### src/hdl/lpde_pkg.sv
package lpde_pkg;

   localparam int MAX_DEGREE  = 15;
   localparam int DEG_W       = 4;
   localparam int CSR_IDX_W   = 1;
   localparam int X_W         = 32;
   localparam int VAL_W       = 48;
   localparam int NUM_W       = 54;
   localparam int SCL_W       = NUM_W + 1;
   localparam int COEF_W      = 6;
   localparam int MUL_W       = 32;
   localparam int PROD_W      = 2 * MUL_W;
   localparam int ACC_W       = 3 * MUL_W;
   localparam int RECIP_W     = 41;
   localparam int XP_SHIFT    = 30;
   localparam int RECIP_SHIFT = 40;

   localparam logic [DEG_W-1:0] MAX_DEG_CODE = DEG_W'(MAX_DEGREE);
   localparam logic [VAL_W-1:0] ONE_VALUE    = {{(VAL_W-33){1'b0}}, 1'b1, 32'h0000_0000};
   localparam logic [VAL_W-1:0] SAT_POS      = {1'b0, {(VAL_W-1){1'b1}}};
   localparam logic [VAL_W-1:0] SAT_NEG      = {1'b1, {(VAL_W-1){1'b0}}};
   localparam logic [ACC_W:0]   ROUND_ONE    = {{ACC_W{1'b0}}, 1'b1};

   typedef enum logic [CSR_IDX_W-1:0] {
      CSR_LOW_DEGREE  = 1'b0,
      CSR_HIGH_DEGREE = 1'b1
   } csr_index_type;

   typedef enum logic [3:0] {
      ST_IDLE,
      ST_XP0,
      ST_XP1,
      ST_XPW,
      ST_XPR,
      ST_NUM,
      ST_NMAG,
      ST_P0,
      ST_P1,
      ST_P2,
      ST_P3,
      ST_PW,
      ST_PR
   } state_type;

   typedef enum logic [1:0] {
      SHIFT_0,
      SHIFT_32,
      SHIFT_64
   } mac_shift_type;

   typedef struct packed {
      logic          issue;
      logic          clear;
      mac_shift_type shift;
   } mac_ctrl_type;

   // round(2^40 / j) in Q1.40
   function automatic logic [RECIP_W-1:0] recip_value(input logic [DEG_W-1:0] j);
      logic [RECIP_W-1:0] r;
      unique case (j)
         4'd1:    r = 41'd1099511627776;
         4'd2:    r = 41'd549755813888;
         4'd3:    r = 41'd366503875925;
         4'd4:    r = 41'd274877906944;
         4'd5:    r = 41'd219902325555;
         4'd6:    r = 41'd183251937963;
         4'd7:    r = 41'd157073089682;
         4'd8:    r = 41'd137438953472;
         4'd9:    r = 41'd122167958642;
         4'd10:   r = 41'd109951162778;
         4'd11:   r = 41'd99955602525;
         4'd12:   r = 41'd91625968981;
         4'd13:   r = 41'd84577817521;
         4'd14:   r = 41'd78536544841;
         4'd15:   r = 41'd73300775185;
         default: r = '0;
      endcase
      return r;
   endfunction

   // clamp a scaler sum to the 48-bit range
   function automatic logic [VAL_W-1:0] sat_value(input logic [SCL_W-1:0] s);
      logic [VAL_W-1:0] r;
      if ((&s[SCL_W-1:VAL_W-1]) || !(|s[SCL_W-1:VAL_W-1])) begin
         r = s[VAL_W-1:0];
      end else if (s[SCL_W-1]) begin
         r = SAT_NEG;
      end else begin
         r = SAT_POS;
      end
      return r;
   endfunction

   // magnitude product shifted right, round half up on magnitude, clamped
   function automatic logic [VAL_W-1:0] round_mag(input logic [ACC_W-1:0] acc,
                                                  input int sh, input logic neg);
      logic [ACC_W:0] sum;
      logic [ACC_W:0] q;
      logic [ACC_W:0] lim;
      sum = {1'b0, acc} + (ROUND_ONE << (sh - 1));
      q   = sum >> sh;
      lim = {{(ACC_W+1-VAL_W){1'b0}}, (neg ? SAT_NEG : SAT_POS)};
      return (q > lim) ? lim[VAL_W-1:0] : q[VAL_W-1:0];
   endfunction

endpackage

### src/hdl/lpde_mac.sv
module lpde_mac (
   input  logic                        clock,
   input  logic                        reset,
   input  lpde_pkg::mac_ctrl_type      ctrl,
   input  logic [lpde_pkg::MUL_W-1:0]  opa,
   input  logic [lpde_pkg::MUL_W-1:0]  opb,
   output logic [lpde_pkg::ACC_W-1:0]  acc
);

   lpde_pkg::mac_ctrl_type            ctrl_ff;
   logic [lpde_pkg::PROD_W-1:0]       prod_ff;
   logic [lpde_pkg::PROD_W-1:0]       prod_in;
   logic [lpde_pkg::ACC_W-1:0]        acc_ff;
   logic [lpde_pkg::ACC_W-1:0]        acc_in;
   logic [lpde_pkg::ACC_W-1:0]        addend;

   assign prod_in = opa * opb;

   always_ff @(posedge clock) begin
      if (reset) begin
         ctrl_ff <= '0;
      end else begin
         ctrl_ff <= ctrl;
      end
      prod_ff <= prod_in;
      acc_ff  <= acc_in;
   end

   // place the partial product at its 32-bit column
   always_comb begin
      unique case (ctrl_ff.shift)
         lpde_pkg::SHIFT_0:  addend = {{(lpde_pkg::ACC_W-lpde_pkg::PROD_W){1'b0}}, prod_ff};
         lpde_pkg::SHIFT_32: addend = {prod_ff, {lpde_pkg::MUL_W{1'b0}}};
         lpde_pkg::SHIFT_64: addend = {prod_ff[lpde_pkg::MUL_W-1:0], {lpde_pkg::PROD_W{1'b0}}};
         default:            addend = '0;
      endcase
      acc_in = acc_ff;
      if (ctrl_ff.issue) begin
         acc_in = (ctrl_ff.clear ? '0 : acc_ff) + addend;
      end
   end

   assign acc = acc_ff;

endmodule

### config.mk
export PLATFORM = sky130hd
export DESIGN_NAME = lpde_mac
export DESIGN_NICKNAME = d
export VERILOG_FILES = /design/src/hdl/lpde_pkg.sv /design/src/hdl/lpde_mac.sv
export SDC_FILE = /design/constraint.sdc
export NUM_CORES = 2
export LEC_CHECK = 0
export ABC_AREA = 1
export BUFFER_PORTS_ARGS = -buffer_cell sky130_fd_sc_hd__buf_2
export CAP_MARGIN = 20
export CORE_ASPECT_RATIO = 0.9
export CORE_MARGIN = 5
export CORE_UTILIZATION = 55
export DETAILED_ROUTE_END_ITERATION = 12
export PLACE_DENSITY = 0.72
export SYNTH_ARGS = -nofsm -noshare
export SYNTH_HDL_FRONTEND = slang
export SYNTH_SLANG_ARGS = --single-unit
### constraint.sdc
create_clock -name clock -period 11.64 [get_ports clock]
set_clock_uncertainty 0.1 [all_clocks]
set_input_delay 2.328 -clock clock [delete_from_list [all_inputs] [get_ports clock]]
set_output_delay 2.328 -clock clock [all_outputs]
set_load 0.1 [all_outputs]
Word level (Yosys, flattened, before mapping) --
Index checks and enable logic that the tools add are counted.
Word-level totals: bits in registers 164, logic and storage cells 12, input bits 70, output and inout bits 96
Cells by class: muxes and demuxes 2, add/subtract/negate cells 1, $mul 1, equal/unequal tests 2, reduce and logical (&&, ||, !) cells 1
Operators with widths (count):
- $pmux W96 S3 | 1
- $add A96 B96 Y96 | 1
- $mux W96 | 1
- $mul A32 B32 Y64 | 1
- $eq A2 B1 Y1 const B | 1
- $eq A2 B2 Y1 const B | 1
- $logic_not A2 Y1 | 1

Logic depth before layout (Yosys ltp) --
word-level depth 3, mapped depth 28, gate-level depth less buffers 27

Worst setup path before layout --
OpenSTA, ideal clock, no wires.
path type input to register, start input opb[9] (netlist bit), end register prod_ff[51] (netlist bit), data required time 11.427 ns, slack 3.441 ns, stages 25, path buffers 1, data arrival time 7.986 ns, library setup time 0.113 ns, path through clkbuf_1 -> nand2_1 -> inv_1 -> fa_1 -> fa_1 -> inv_1 -> fa_1 -> fa_1 -> inv_1 -> fa_1 -> fa_1 -> fa_1 -> inv_1 -> fa_1 -> inv_1 -> ha_1 -> nand2_1 -> nor2_1 -> inv_1 -> nor2_1 -> inv_1 -> nor3_1 -> nand2_1 -> nand4_1 -> nand2_1
On the way: word-level cells in the longest chain between the ends 1
RTL lines:
- from (decl) | RTL line lpde_mac.sv:6 | input logic [lpde_pkg::MUL_W-1:0] opb,
- $mul A32 B32 Y64 | RTL line lpde_mac.sv:17 | assign prod_in = opa * opb;
- via prod_in (one bit) | RTL line lpde_mac.sv:12 | logic [lpde_pkg::PROD_W-1:0] prod_in;
- to (signal assigned) | RTL line lpde_mac.sv:25 | prod_ff <= prod_in;
- to (decl) | RTL line lpde_mac.sv:11 | logic [lpde_pkg::PROD_W-1:0] prod_ff;
The timed path passes the listed nets, and every way through them passes these cells. A chain may end at the register's enable or synchronous reset.

Final worst setup path --
start input opb[18] (netlist bit), end register prod_ff[51] (netlist bit)
Same word-level chain as after synthesis.

==> flow_summary_export.csv <==
group,metric,value,unit
clock_network,clock-root-buffer,"clkbuf_16",
floorplanning,die_w,332,um
job,cap_violations,0,
place,io_buffers,165,
place,hpwlAfterDp,156,mm
clock_network,cts_made_buffers,17,
clock_network,cts_tree,"yes",
clock_network,h-tree-depth,4,
yosys,synth_nets,8841,
clock_network,hold_buffers,0,
yosys,synthFlopType,"edfxtp_1",
yosys,synth_seq_area_share,8.29,%
clock_network,clk_latency,0.48,ns
yosys,syn_area_per_cell,6.81,um^2
floorplanning,fp.coreArea,0.0926,mm^2
sta,maxSlewViolCount,0,
detailed_routing,wl_per_cell,21.1,um
detailed_routing,postRouteAntennaNets,0,
yosys,synthMostInstantiatedCell,"nand2_1",
grt,grt_antenna_before_repair,1,
yosys,yosys_register_bits,164,
floorplanning,die_area,0.0993,mm^2
status,run_status,"complete, no violations",
grt,grt_pass1_wl,281,mm
sta,worstMarginPinSlew,1.05,ns
detailed_routing,vias,45800,
final_layout,final_cells,8749,
grt,track_usage,37.5,%
yosys,synth_top_area_share,35.1,%
place,gp_congestion,1.06,
place,dp_cells,8716,
floorplanning,fp-row-count,106,
setup_path,cp.required,11.91,ns
final_layout,synthToLayoutAreaGrowth,4.30,%
sta,post-route-period-util,79.2,%
setup_path,start_kind,"input port",
setup_path,r2r_slack,6.65,ns
final_layout,drive_above_1_share,4.45,%
yosys,synthTopCellsByCount,"nand2_1 (2438), inv_1 (2354), fa_1 (897), nor2_1 (400), ha_1 (358)",
sta,setup_viol,0,
yosys,synth_warnings,0,
detailed_routing,wl,185,mm
sta,period_minus_slack,9.22,ns
detailed_routing,drt_iter0_drc,5307,
final_layout,fillers,9196,
setup_path,worstSetupPathType,"in2reg",
grt,grt_pass1_vias,46300,
final_layout,layout.nets,8818,
setup_path,cp_max_fo,17,
floorplanning,ioPinCount,166,
detailed_routing,drc,0,
setup_path,arrival,9.48,ns
yosys,synth_cells,7516,
sta,slew_headroom,29.7,%
sta,fmax,0.108,GHz
grt,grt_max_degree,65,
clock_network,cts.sinks,164,
sta,hold_viol_final,0,
detailed_routing,via_per_inst,5.24,
clock_network,post-cts-setup-buffer-count,0,
detailed_routing,firstDrtPassIters,8,
sta,setup_tns,0,ns
grt,grt_overflow_total,0,
yosys,async_reset_ff_share,0,%
yosys,yosys.area.top_type,"fa_1",
yosys,synth_edf_count,96,
setup_path,crit_path_end_kind,"register",
worst_hold_path,worst_hold_path_type,"reg2reg",
sta,rsz0062_at_grt,"false",
yosys,syn_area,0.0512,mm^2
clock_network,clockBufferDepth,2,
clock_network,clk_pin_slew_worst_paths,0.07,ns
floorplanning,dieHeight,299,um
clock_network,ctsResizeCount,0,
yosys,synth_cell_types,30,
yosys,synth.area.top_cells,"fa_1 (35%), nand2_1 (18%), inv_1 (17%)",
floorplanning,start_util,55.3,%
-- routing by layer --
layer	part of all wire, %	up-vias	wire length, um	global-route usage [%]
li1	-	21100	-	-
met1	42	21900	78200	54.1
met2	40	2541	73900	53.7
met3	14	326	26500	13.3
met4	3.4	2	6220	10.4
met5	0.025	-	46	0.338
-- cells in the final DEF, fill, tap and decap left out, types with 53 or more instances in the layout --
cell type	instances
o21ai_0	53
xor2_1	83
a21oi_1	139
buf_2	165
dfxtp_1	66
nor2_1	400
ha_1	358
nand3_1	139
o22ai_1	64
edfxtp_1	96
nand2_1	2437
inv_1	2355
fa_1	897
-- critical path, cell delays in order --
cell     delay (ns)
buf_2          0.39
buf_4          0.40
nand2_1        0.15
fa_1           0.53
fa_1           0.57
inv_1          0.06
fa_1           0.50
fa_1           0.58
fa_1           0.44
fa_1           0.47
fa_1           0.49
inv_1          0.05
fa_1           0.52
inv_1          0.06
ha_1           0.39
nand2_1        0.13
nor2_1         0.18
inv_1          0.12
nor2_1         0.41
inv_1          0.11
nor3_1         0.20
nand2_1        0.18
nand4_1        0.14
nand2_1        0.06
-- cell families after synthesis --
kind of cell	share of synthesized area [%]
xor gates and xnor gates	1.54
buffers and inverters	19.1
AOI/OAI and AO/OA	2.89
adders and majority gates	43.8
and+or+nand+nor	24.4
DFF	8.29
-- registers in the layout, indices dropped and copies added, names as in the netlist --
name / count
acc: 96
prod_ff: 64
ctrl_ff: 4
-- path summary, 6_finish.rpt --
path,startpoint,to,depth (start not counted)
worst max-delay path,opb[18],prod_ff[51]$_DFF_P_,24
worst min-delay path,prod_ff[0]$_DFF_P_,acc[0]$_DFFE_PP_,3
worst max register to register,ctrl_ff[2]$_SDFF_PP0_,acc[86]$_DFFE_PP_,13
worst min register to register,prod_ff[0]$_DFF_P_,acc[0]$_DFFE_PP_,3
-- stage by stage --
| stage | util (%) | setup slack, ns | hold slack (ns) | cell area [um^2] |
|---|---|---|---|---|
| after floorplan | - | 3.44 | 0.545 | 51200 |
| after global placement | 57.1 | 2.02 | 0.604 | 52800 |
| after detailed placement | 57.1 | 2.04 | 0.583 | 52800 |
| after CTS | 57.7 | 2.52 | 0.625 | 53400 |
| after global routing | 57.7 | 2.16 | 0.669 | 53400 |
| final | 57.7 | 2.42 | 0.622 | 53400 |
-- area by class of cell --
cell class | instances | area, um^2 | share of cell area (%)
diodes | 1 | 2.50 | 0.00469
clock buffers | 20 | 447 | 0.837
clock inverters | 12 | 95.1 | 0.178
inverters | 2381 | 8940 | 16.7
multi-input cells | 4752 | 37200 | 69.6
flip-flops and latches | 164 | 4250 | 7.96
well taps | 1242 | 1550 | 2.91
repair buffers | 177 | 916 | 1.72
Power is not shown: default switching activity piles up to over one toggle a cycle in this logic, so the estimate is an artifact.
