`src/hdl/lpde_pkg.sv`:
```
package lpde_pkg;

   localparam int MAX_DEGREE  = 15;
   localparam int DEG_W       = 4;
   localparam int CSR_IDX_W   = 1;
   localparam int X_W         = 32;
   localparam int VAL_W       = 48;
   localparam int NUM_W       = 54;
   localparam int SCL_W       = NUM_W + 1;
   localparam int COEF_W      = 6;
   localparam int MUL_W       = 32;
   localparam int PROD_W      = 2 * MUL_W;
   localparam int ACC_W       = 3 * MUL_W;
   localparam int RECIP_W     = 41;
   localparam int XP_SHIFT    = 30;
   localparam int RECIP_SHIFT = 40;

   localparam logic [DEG_W-1:0] MAX_DEG_CODE = DEG_W'(MAX_DEGREE);
   localparam logic [VAL_W-1:0] ONE_VALUE    = {{(VAL_W-33){1'b0}}, 1'b1, 32'h0000_0000};
   localparam logic [VAL_W-1:0] SAT_POS      = {1'b0, {(VAL_W-1){1'b1}}};
   localparam logic [VAL_W-1:0] SAT_NEG      = {1'b1, {(VAL_W-1){1'b0}}};
   localparam logic [ACC_W:0]   ROUND_ONE    = {{ACC_W{1'b0}}, 1'b1};

   typedef enum logic [CSR_IDX_W-1:0] {
      CSR_LOW_DEGREE  = 1'b0,
      CSR_HIGH_DEGREE = 1'b1
   } csr_index_type;

   typedef enum logic [3:0] {
      ST_IDLE,
      ST_XP0,
      ST_XP1,
      ST_XPW,
      ST_XPR,
      ST_NUM,
      ST_NMAG,
      ST_P0,
      ST_P1,
      ST_P2,
      ST_P3,
      ST_PW,
      ST_PR
   } state_type;

   typedef enum logic [1:0] {
      SHIFT_0,
      SHIFT_32,
      SHIFT_64
   } mac_shift_type;

   typedef struct packed {
      logic          issue;
      logic          clear;
      mac_shift_type shift;
   } mac_ctrl_type;

   // round(2^40 / j) in Q1.40
   function automatic logic [RECIP_W-1:0] recip_value(input logic [DEG_W-1:0] j);
      logic [RECIP_W-1:0] r;
      unique case (j)
         4'd1:    r = 41'd1099511627776;
         4'd2:    r = 41'd549755813888;
         4'd3:    r = 41'd366503875925;
         4'd4:    r = 41'd274877906944;
         4'd5:    r = 41'd219902325555;
         4'd6:    r = 41'd183251937963;
         4'd7:    r = 41'd157073089682;
         4'd8:    r = 41'd137438953472;
         4'd9:    r = 41'd122167958642;
         4'd10:   r = 41'd109951162778;
         4'd11:   r = 41'd99955602525;
         4'd12:   r = 41'd91625968981;
         4'd13:   r = 41'd84577817521;
         4'd14:   r = 41'd78536544841;
         4'd15:   r = 41'd73300775185;
         default: r = '0;
      endcase
      return r;
   endfunction

   // clamp a scaler sum to the 48-bit range
   function automatic logic [VAL_W-1:0] sat_value(input logic [SCL_W-1:0] s);
      logic [VAL_W-1:0] r;
      if ((&s[SCL_W-1:VAL_W-1]) || !(|s[SCL_W-1:VAL_W-1])) begin
         r = s[VAL_W-1:0];
      end else if (s[SCL_W-1]) begin
         r = SAT_NEG;
      end else begin
         r = SAT_POS;
      end
      return r;
   endfunction

   // magnitude product shifted right, round half up on magnitude, clamped
   function automatic logic [VAL_W-1:0] round_mag(input logic [ACC_W-1:0] acc,
                                                  input int sh, input logic neg);
      logic [ACC_W:0] sum;
      logic [ACC_W:0] q;
      logic [ACC_W:0] lim;
      sum = {1'b0, acc} + (ROUND_ONE << (sh - 1));
      q   = sum >> sh;
      lim = {{(ACC_W+1-VAL_W){1'b0}}, (neg ? SAT_NEG : SAT_POS)};
      return (q > lim) ? lim[VAL_W-1:0] : q[VAL_W-1:0];
   endfunction

endpackage

```
`src/hdl/lpde_scale.sv`:
```
module lpde_scale (
   input  logic signed [lpde_pkg::NUM_W-1:0]  base,
   input  logic signed [lpde_pkg::COEF_W-1:0] coef,
   input  logic signed [lpde_pkg::VAL_W-1:0]  operand,
   output logic signed [lpde_pkg::SCL_W-1:0]  sum
);

   logic signed [lpde_pkg::NUM_W-1:0] coef_ext;
   logic signed [lpde_pkg::NUM_W-1:0] operand_ext;
   logic signed [lpde_pkg::NUM_W-1:0] prod;

   // small coefficient times a recurrence value, plus a base term
   assign coef_ext    = {{(lpde_pkg::NUM_W-lpde_pkg::COEF_W){coef[lpde_pkg::COEF_W-1]}}, coef};
   assign operand_ext = {{(lpde_pkg::NUM_W-lpde_pkg::VAL_W){operand[lpde_pkg::VAL_W-1]}},
                         operand};
   assign prod        = coef_ext * operand_ext;
   assign sum         = {base[lpde_pkg::NUM_W-1], base} + {prod[lpde_pkg::NUM_W-1], prod};

endmodule

```
`config.mk`:
```
export PLATFORM = sky130hd
export DESIGN_NAME = lpde_scale
export DESIGN_NICKNAME = d
export VERILOG_FILES = /design/src/hdl/lpde_pkg.sv /design/src/hdl/lpde_scale.sv
export SDC_FILE = /design/constraint.sdc
export NUM_CORES = 1
export LEC_CHECK = 0
export ABC_AREA = 1
export BUFFER_PORTS_ARGS = -buffer_cell sky130_fd_sc_hd__buf_2
export CAP_MARGIN = 20
export CORE_ASPECT_RATIO = 1.4
export CORE_MARGIN = 4
export CORE_UTILIZATION = 50
export DETAILED_ROUTE_END_ITERATION = 12
export PLACE_DENSITY = 0.75
export RECOVER_POWER = 50
export SKIP_LAST_GASP = 1
export SYNTH_ARGS = -nofsm -noshare
export SYNTH_HDL_FRONTEND = slang
export SYNTH_SLANG_ARGS = --single-unit
```
`constraint.sdc`:
```
create_clock -name vclk -period 6.7
set_input_delay 1.005 -clock vclk [all_inputs]
set_output_delay 1.005 -clock vclk [all_outputs]
set_load 0.01 [all_outputs]
```
* After elaboration in Yosys (flattened, before gate mapping)
Index checks and enable logic that the tools add are counted.
** Cells by class
- Add/sub/neg operators :: 1
- Multipliers :: 1
- Div/mod/pow operators :: 0
- Order comparisons :: 0
- Equality and inequality tests :: 0
- Shift-type cells :: 0
- Muxes and demuxes :: 0
- Bitwise logic cells :: 0
- Reduce and logical (&&, ||, !) cells :: 0
** Operators with widths (count)
- $add A54 B54 Y55 :: 1
- $mul A6 B48 Y54 :: 1
** Storage, ports and cells
- Flip-flop bits (word level) :: 0
- Latch bits :: 0
- RAM bits :: 0
- ROM bits :: 0
- Input bits :: 108
- Output and inout port bits :: 55
- Word-level logic and storage cells :: 2
- Memories kept :: 0

* Logic depth before layout (Yosys ltp)
Gate-level depths: netlist of the first run.
- Depth in word-level cells :: 2
- Mapped depth :: 24
- Mapped depth without buffers :: 23

* Worst setup path after synthesis of the first run
No wires, ideal clock.
- Path type :: in2out
- Start point :: in coef[0] (netlist bit)
- End point :: out sum[34] (netlist bit)
- Arrival :: 5.032 ns
- Required time :: 5.695 ns
- Setup slack :: 0.663 ns
- Stages :: 19
- Path buffers :: 2
- Cell sequence :: clkbuf_1 > buf_1 > nand2_1 > fa_1 > inv_1 > fa_1 > fa_1 > inv_1 > fa_1 > inv_1 > ha_1 > nand2_1 > inv_1 > nand2_1 > nor3_1 > nand2_1 > nand2_1 > a21oi_1 > xnor2_1
** Between the ends
- Cells in the longest elaborated chain, start to end :: 2
** RTL lines
- start, declared :: line lpde_scale.sv:3 : input logic signed [lpde_pkg::COEF_W-1:0] coef,
- $mul A6 B48 Y54 :: line lpde_scale.sv:16 : assign prod = coef_ext * operand_ext;
- $add A54 B54 Y55 :: line lpde_scale.sv:17 : assign sum = {base[lpde_pkg::NUM_W-1], base} + {prod[lpde_pkg::NUM_W-1], prod};
- end, declared :: line lpde_scale.sv:5 : output logic signed [lpde_pkg::SCL_W-1:0] sum
No other way between the ends.

* Final worst setup path of the first run
- Start point :: in coef[0] (netlist bit)
- End point :: out sum[54] (netlist bit)
Same word-level chain as after synthesis.

==> results of run 1 <==
-- worst paths after layout --
path | slack [ns] | end | cells past startpoint | start
setup / recovery | 0.29 | sum[54] | 22 | coef[0]
hold / removal | 2.34 | sum[0] | 3 | base[0]
-- layout by cell type, fill, tap and decap left out, types with 4 or more instances in the layout --
master,netlist,routed
sky130_fd_sc_hd__inv_1,674,674
sky130_fd_sc_hd__nand4_1,12,12
sky130_fd_sc_hd__nand2_2,4,4
sky130_fd_sc_hd__xnor2_1,7,7
sky130_fd_sc_hd__nor2_2,6,8
sky130_fd_sc_hd__buf_12,0,8
sky130_fd_sc_hd__or2_2,6,6
sky130_fd_sc_hd__nor2_1,135,133
sky130_fd_sc_hd__nor3_1,8,7
sky130_fd_sc_hd__o21bai_1,9,9
sky130_fd_sc_hd__nand3_2,6,6
sky130_fd_sc_hd__nand3_1,58,58
sky130_fd_sc_hd__and2_1,6,6
sky130_fd_sc_hd__buf_4,0,90
sky130_fd_sc_hd__a21oi_1,34,34
sky130_fd_sc_hd__fa_1,247,246
sky130_fd_sc_hd__xor2_1,28,28
sky130_fd_sc_hd__buf_2,0,163
sky130_fd_sc_hd__ha_1,114,114
sky130_fd_sc_hd__nand2_1,655,655
-- what timing repair did --
item	4_1_cts	5_1_grt
resized for setup	0	4
endpoints found under the setup margin	0	6
setup buffers	0	0
-- worst max-delay path: stages --
cell and delay [ns]:
sky130_fd_sc_hd__buf_2 0.23, sky130_fd_sc_hd__buf_12 0.21, sky130_fd_sc_hd__nand2_1 0.10, sky130_fd_sc_hd__fa_1 0.55
sky130_fd_sc_hd__inv_1 0.06, sky130_fd_sc_hd__fa_1 0.57, sky130_fd_sc_hd__inv_1 0.06, sky130_fd_sc_hd__fa_1 0.45
sky130_fd_sc_hd__fa_1 0.49, sky130_fd_sc_hd__inv_1 0.04, sky130_fd_sc_hd__ha_1 0.36, sky130_fd_sc_hd__nand2_1 0.10
sky130_fd_sc_hd__buf_4 0.14, sky130_fd_sc_hd__nor2_1 0.21, sky130_fd_sc_hd__nand2_1 0.13, sky130_fd_sc_hd__nor2_2 0.13
sky130_fd_sc_hd__and3_1 0.15, sky130_fd_sc_hd__nand2_1 0.07, sky130_fd_sc_hd__nand3_1 0.07, sky130_fd_sc_hd__nand2_1 0.05
sky130_fd_sc_hd__nand2_1 0.07, sky130_fd_sc_hd__buf_2 0.14
-- kinds of logic after synthesis --
group / after synthesis
simple gates: 908
xor+xnor: 35
compound gates: 48
buf+inv: 705
fa+ha+maj: 361
-- cell usage after synthesis, types with 7 or more instances --
cell type,instances,area share
sky130_fd_sc_hd__inv_1,674,0.19
sky130_fd_sc_hd__nand2_1,655,0.19
sky130_fd_sc_hd__fa_1,247,0.37
sky130_fd_sc_hd__nor2_1,135,0.038
sky130_fd_sc_hd__ha_1,114,0.11
sky130_fd_sc_hd__nand3_1,58,0.022
sky130_fd_sc_hd__a21oi_1,34,0.013
sky130_fd_sc_hd__xor2_1,28,0.018
sky130_fd_sc_hd__clkbuf_1,26,0.0074
sky130_fd_sc_hd__nand4_1,12,0.0057
sky130_fd_sc_hd__o21bai_1,9,0.0051
sky130_fd_sc_hd__nor3_1,8,0.0030
sky130_fd_sc_hd__xnor2_1,7,0.0046
-- routing by layer --
layer  vias to the layer above  part of all wire  GRT usage
met3                       107             0.038     0.0102
met4                         0             0.054      0.113
met1                      5912              0.36      0.275
met5                         -                 0          0
li1                       6228                 -          -
met2                       365              0.55      0.511
-- where the power goes --
part | internal [W] | total (W) | leakage, nW | switching (W)
Combinational | 0.00323 | 0.00815 | 10.1 | 0.00493
Clock | 0 | 0 | 0 | 0
Sequential | 0 | 0 | 0 | 0
-- area by class of cell --
type,instances,share of cell area
Multi-Input combinational cell,1352,0.699
Inverter,674,0.166
Timing Repair Buffer,261,0.108
Tap cell,324,0.0266
-- through the flow --
step	instances	setup WS (ns)	util
final	2611	0.289	0.581
after global routing	2611	-0.00212	0.581
after CTS	2611	0.260	0.581
after detailed placement	2611	0.263	0.581
after global placement	2611	0.342	0.581
after floorplan	2057	0.663	-
==> run_results.csv, run 1 <==
group,metric,value,unit
run_status,run_status,"finished clean",
place,placement.io_buffers,163,
timing,hold_fails_final_rpt,0,
timing,timing.final.crit_share,0.957,
logic_synthesis,synth-compound-area-share,0.0204,
timing,final_period_minus_worst_setup_slack,6.41,ns
logic_synthesis,post_synth_and_or_nand_nor_area_fraction,0.277,
route,routed_wl,36100,um
worst_setup_path,critical_path_class,"in -> out",
global_route,grt.overflow.total,0,
route,avgRoutedWirePerCell,13.8,um
logic_synthesis,muxShareOfSynthArea,0,
floorplan,io-pin-count,163,
timing,worst-slew-pin-transition,0.408,ns
route,detailedRoute.firstIterationViolations,576,
global_route,antenna_violations_before_repair,0,
flow_run,maxCapViolCount,0,
floorplan,x_dimension_of_the_die,146,um
logic_synthesis,synth_warnings,0,
floorplan,placeableCoreArea,0.0262,sq mm
floorplan,die_height,201,um
cells_and_area,combined_area_of_the_multi_input_logic_cells,0.0106,sq mm
cells_and_area,number_of_diodes_added_for_antenna_fixing,0,
clock_network,ctsHoldBuffers,0,
floorplan,design.die.area,0.0293,sq mm
timing,final-max-slew-violation-count,0,
global_route,wire_length_of_the_first_global_routing_pass,62400,um
route,first_pass_iters,6,
cells_and_area,seq_area,0,sq um
global_route,grt_start_max_net_pins,49,
cells_and_area,fillCellCount,2545,
worst_setup_path,critPathLaunchType,"primary input",
logic_synthesis,postSynthNetCount,2526,
pwr,power,0.00815,W
timing,fmax,0.156,GHz
route,vias,12600,
place,post-dp-hpwl,33100,um
pwr,power_leakage,10.1,nW
pwr,max-vdd-ir-drop,369,uV
cells_and_area,syn_to_final_growth,14.7,%
place,placedInstanceArea,0.0152,sq mm
logic_synthesis,synth.yosys.seq_area_share,0,
logic_synthesis,synth_fa_ha_area_frac,0.480,
cells_and_area,num-nets-final,2758,
floorplan,placement_rows,70,
timing,rsz_0062_raised_after_global_routing,"true",
worst_setup_path,worst-endpoint-arrival,5.41,ns
logic_synthesis,dominant_combinational_cell_family_by_area_after_synthesis,"adder cells",
worst_setup_path,worst-path-max-fanout,25,
logic_synthesis,synth.cell_area,0.0133,sq mm
cells_and_area,clock_buffer_cells,0,
timing,timing.slew.headroom,0.726,
worst_hold_path,hold_path_class,"in -> out",
floorplan,initial_cell_density_of_the_core,0.507,
worst_setup_path,worstSetupEndpointType,"primary output",
logic_synthesis,netlist_instances,2057,
route,antenna_left,0,
global_route,first_global_vias,13700,
worst_setup_path,crit_path_required_time,5.69,ns
cells_and_area,post-route-cell-area,0.0152,sq mm
global_route,grtUsageTotal,0.256,
logic_synthesis,post_synth_num_cell_types,28,
logic_synthesis,post_synth_xor_area_fraction,0.0231,
timing,setup_total_negative_slack,0,ns
cells_and_area,drive_gt1_frac,0.128,
place,place.gp.congestion,0.964,
pwr,power.density,536,mW/mm^2
timing,timing.final.setup_violations,0,
timing,worst_hold_slack,2.34,ns
cells_and_area,sequential_cell_total,0,
route,ratio_of_routed_vias_to_standard_cells,4.83,
logic_synthesis,syn_avg_cell_area,6.45,sq um
route,drc,0,
Note: power is estimated with default switching activity, not from simulation.
==> run 2, diff against run 1 <==
- PLACE_DENSITY: 0.75 -> 0.7
==> run 2 against run 1 <==
  * Sequential share of layout area stayed put
  * Via count is 0.90% lower
  * Utilization is 0.76 points lower
  * Critical path depth stayed put
  * Global-route usage is 0.99 points lower
  * Combinational power is 3.4% lower
  * Count of clock-buffer cells in the layout stayed put
  * Flip-flop and latch count stayed put
  * Die area stayed put
  * Wire length is 1.5% lower
  * Setup slack worse by 0.12 ns
  * Critical endpoint is now sum[29]
  * Largest cell class unchanged
  * Highest routed layer unchanged
==> run_results.csv, run 2 (synthesized netlist as in run 1, its figures left out) <==
group,metric,value,unit
worst_setup_path,critPathLaunchType,"primary input",
cells_and_area,number_of_diodes_added_for_antenna_fixing,0,
route,detailedRoute.firstIterationViolations,494,
place,placedCellCount,2587,
cells_and_area,clock_buffer_cells,0,
timing,timing.slew.headroom,0.707,
place,place.gp.congestion,1.01,
place,post-dp-hpwl,32300,um
cells_and_area,syn_to_final_growth,13.2,%
cells_and_area,fillCellCount,2632,
pwr,power.density,524,mW/mm^2
floorplan,io-pin-count,163,
floorplan,x_dimension_of_the_die,146,um
place,placement.io_buffers,163,
clock_network,ctsHoldBuffers,0,
cells_and_area,instances_no_fill,2587,
worst_hold_path,hold_path_class,"in -> out",
global_route,antenna_violations_before_repair,0,
run_status,run_status,"finished clean",
global_route,grt_start_max_net_pins,49,
clock_network,post_cts_resize_count,0,
route,drc,0,
cells_and_area,layout.cells.most_common_list,"sky130_fd_sc_hd__inv_1, sky130_fd_sc_hd__nand2_1, sky130_fd_sc_hd__fa_1, sky130_fd_sc_hd__buf_2, sky130_fd_sc_hd__nor2_1",
timing,rsz_0062_raised_after_global_routing,"false",
timing,timing.final.setup_violations,0,
cells_and_area,combined_area_of_the_multi_input_logic_cells,0.0106,sq mm
timing,worst-slew-pin-transition,0.437,ns
flow_run,maxCapViolCount,0,
route,antenna_left,0,
timing,hold_fails_final_rpt,0,
global_route,first_global_vias,13300,
pwr,max-vdd-ir-drop,302,uV
floorplan,design.die.area,0.0293,sq mm
clock_network,cts.repair_timing.setup_buffer_count,0,
timing,final_period_minus_worst_setup_slack,6.53,ns
timing,fmax,0.153,GHz
timing,final-max-slew-violation-count,0,
global_route,grtUsageTotal,0.246,
floorplan,initial_cell_density_of_the_core,0.507,
floorplan,die_height,201,um
timing,setup_total_negative_slack,0,ns
cells_and_area,sequential_cell_total,0,
cells_and_area,num-nets-final,2734,
worst_setup_path,worst-endpoint-arrival,5.52,ns
global_route,grt.overflow.total,0,
floorplan,placeableCoreArea,0.0262,sq mm
route,vias,12500,
route,first_pass_iters,7,
route,routed_wl,35600,um
pwr,power_leakage,9.95,nW
global_route,wire_length_of_the_first_global_routing_pass,60100,um
worst_setup_path,worst-path-max-fanout,23,
timing,worst_hold_slack,2.33,ns
worst_setup_path,crit_path_required_time,5.69,ns
floorplan,placement_rows,70,
route,ratio_of_routed_vias_to_standard_cells,4.83,
cells_and_area,seq_area,0,sq um
cells_and_area,drive_gt1_frac,0.109,
worst_setup_path,critical_path_class,"in -> out",
timing,timing.final.crit_share,0.975,
route,avgRoutedWirePerCell,13.7,um
worst_setup_path,worstSetupEndpointType,"primary output",
cells_and_area,layout_commonest_cell,"sky130_fd_sc_hd__inv_1",
run 2: cell types whose count changed in the layout (fill, tap and decap cells not counted), sizes merged:
| cell | before | now |
|---|---|---|
| buf | 261 | 218 |
| clkbuf | 0 | 19 |
run 2: critical path, stage by stage:
cell	delay, ns
sky130_fd_sc_hd__buf_2	0.08
sky130_fd_sc_hd__inv_1	0.06
sky130_fd_sc_hd__buf_12	0.16
sky130_fd_sc_hd__or2_2	0.29
sky130_fd_sc_hd__fa_1	0.47
sky130_fd_sc_hd__fa_1	0.51
sky130_fd_sc_hd__inv_1	0.05
sky130_fd_sc_hd__fa_1	0.48
sky130_fd_sc_hd__inv_1	0.05
sky130_fd_sc_hd__fa_1	0.48
sky130_fd_sc_hd__inv_1	0.04
sky130_fd_sc_hd__ha_1	0.38
sky130_fd_sc_hd__nand2_1	0.13
sky130_fd_sc_hd__nor2_1	0.15
sky130_fd_sc_hd__nand3_1	0.08
sky130_fd_sc_hd__nand2_1	0.15
sky130_fd_sc_hd__nand2_1	0.07
sky130_fd_sc_hd__nand2_1	0.13
sky130_fd_sc_hd__nand3_1	0.09
sky130_fd_sc_hd__nand2_1	0.17
sky130_fd_sc_hd__xor2_2	0.29
sky130_fd_sc_hd__buf_2	0.19
run 2: per-stage QoR:
stage	total power (W)	utilization	worst slack [ns]	area [sq um]
finish	0.00787	0.574	0.171	15000
global route	0.00885	0.574	0.0288	15000
CTS	0.00796	0.575	0.0948	15000
detailed placement	0.00792	0.575	0.120	15000
global placement	0.00785	0.575	0.147	15000
floorplan	0.00479	-	0.663	13300
run 2: layer usage:
metal	track usage	wire, um
met1	0.264	13100
met2	0.479	18700
met3	0.0165	1540
met4	0.124	2220
met5	0	0
run 2: where the power goes:
part | internal, W | leakage [nW] | switching [W]
clock network | 0 | 0 | 0
registers | 0 | 0 | 0
logic | 0.00299 | 9.95 | 0.00489
total | 0.00299 | 9.95 | 0.00489
run 2: path summary, 6_finish.rpt:
path | from | endpoint | cells past startpoint
worst max-delay path | coef[5] | sum[29] | 22
worst min-delay path | base[0] | sum[0] | 3
run 2: layout make-up:
cell class         instances  share of cell area
well taps                324              0.0270
repair buffers           237              0.0972
inverters                674               0.168
multi-input cells       1352               0.707
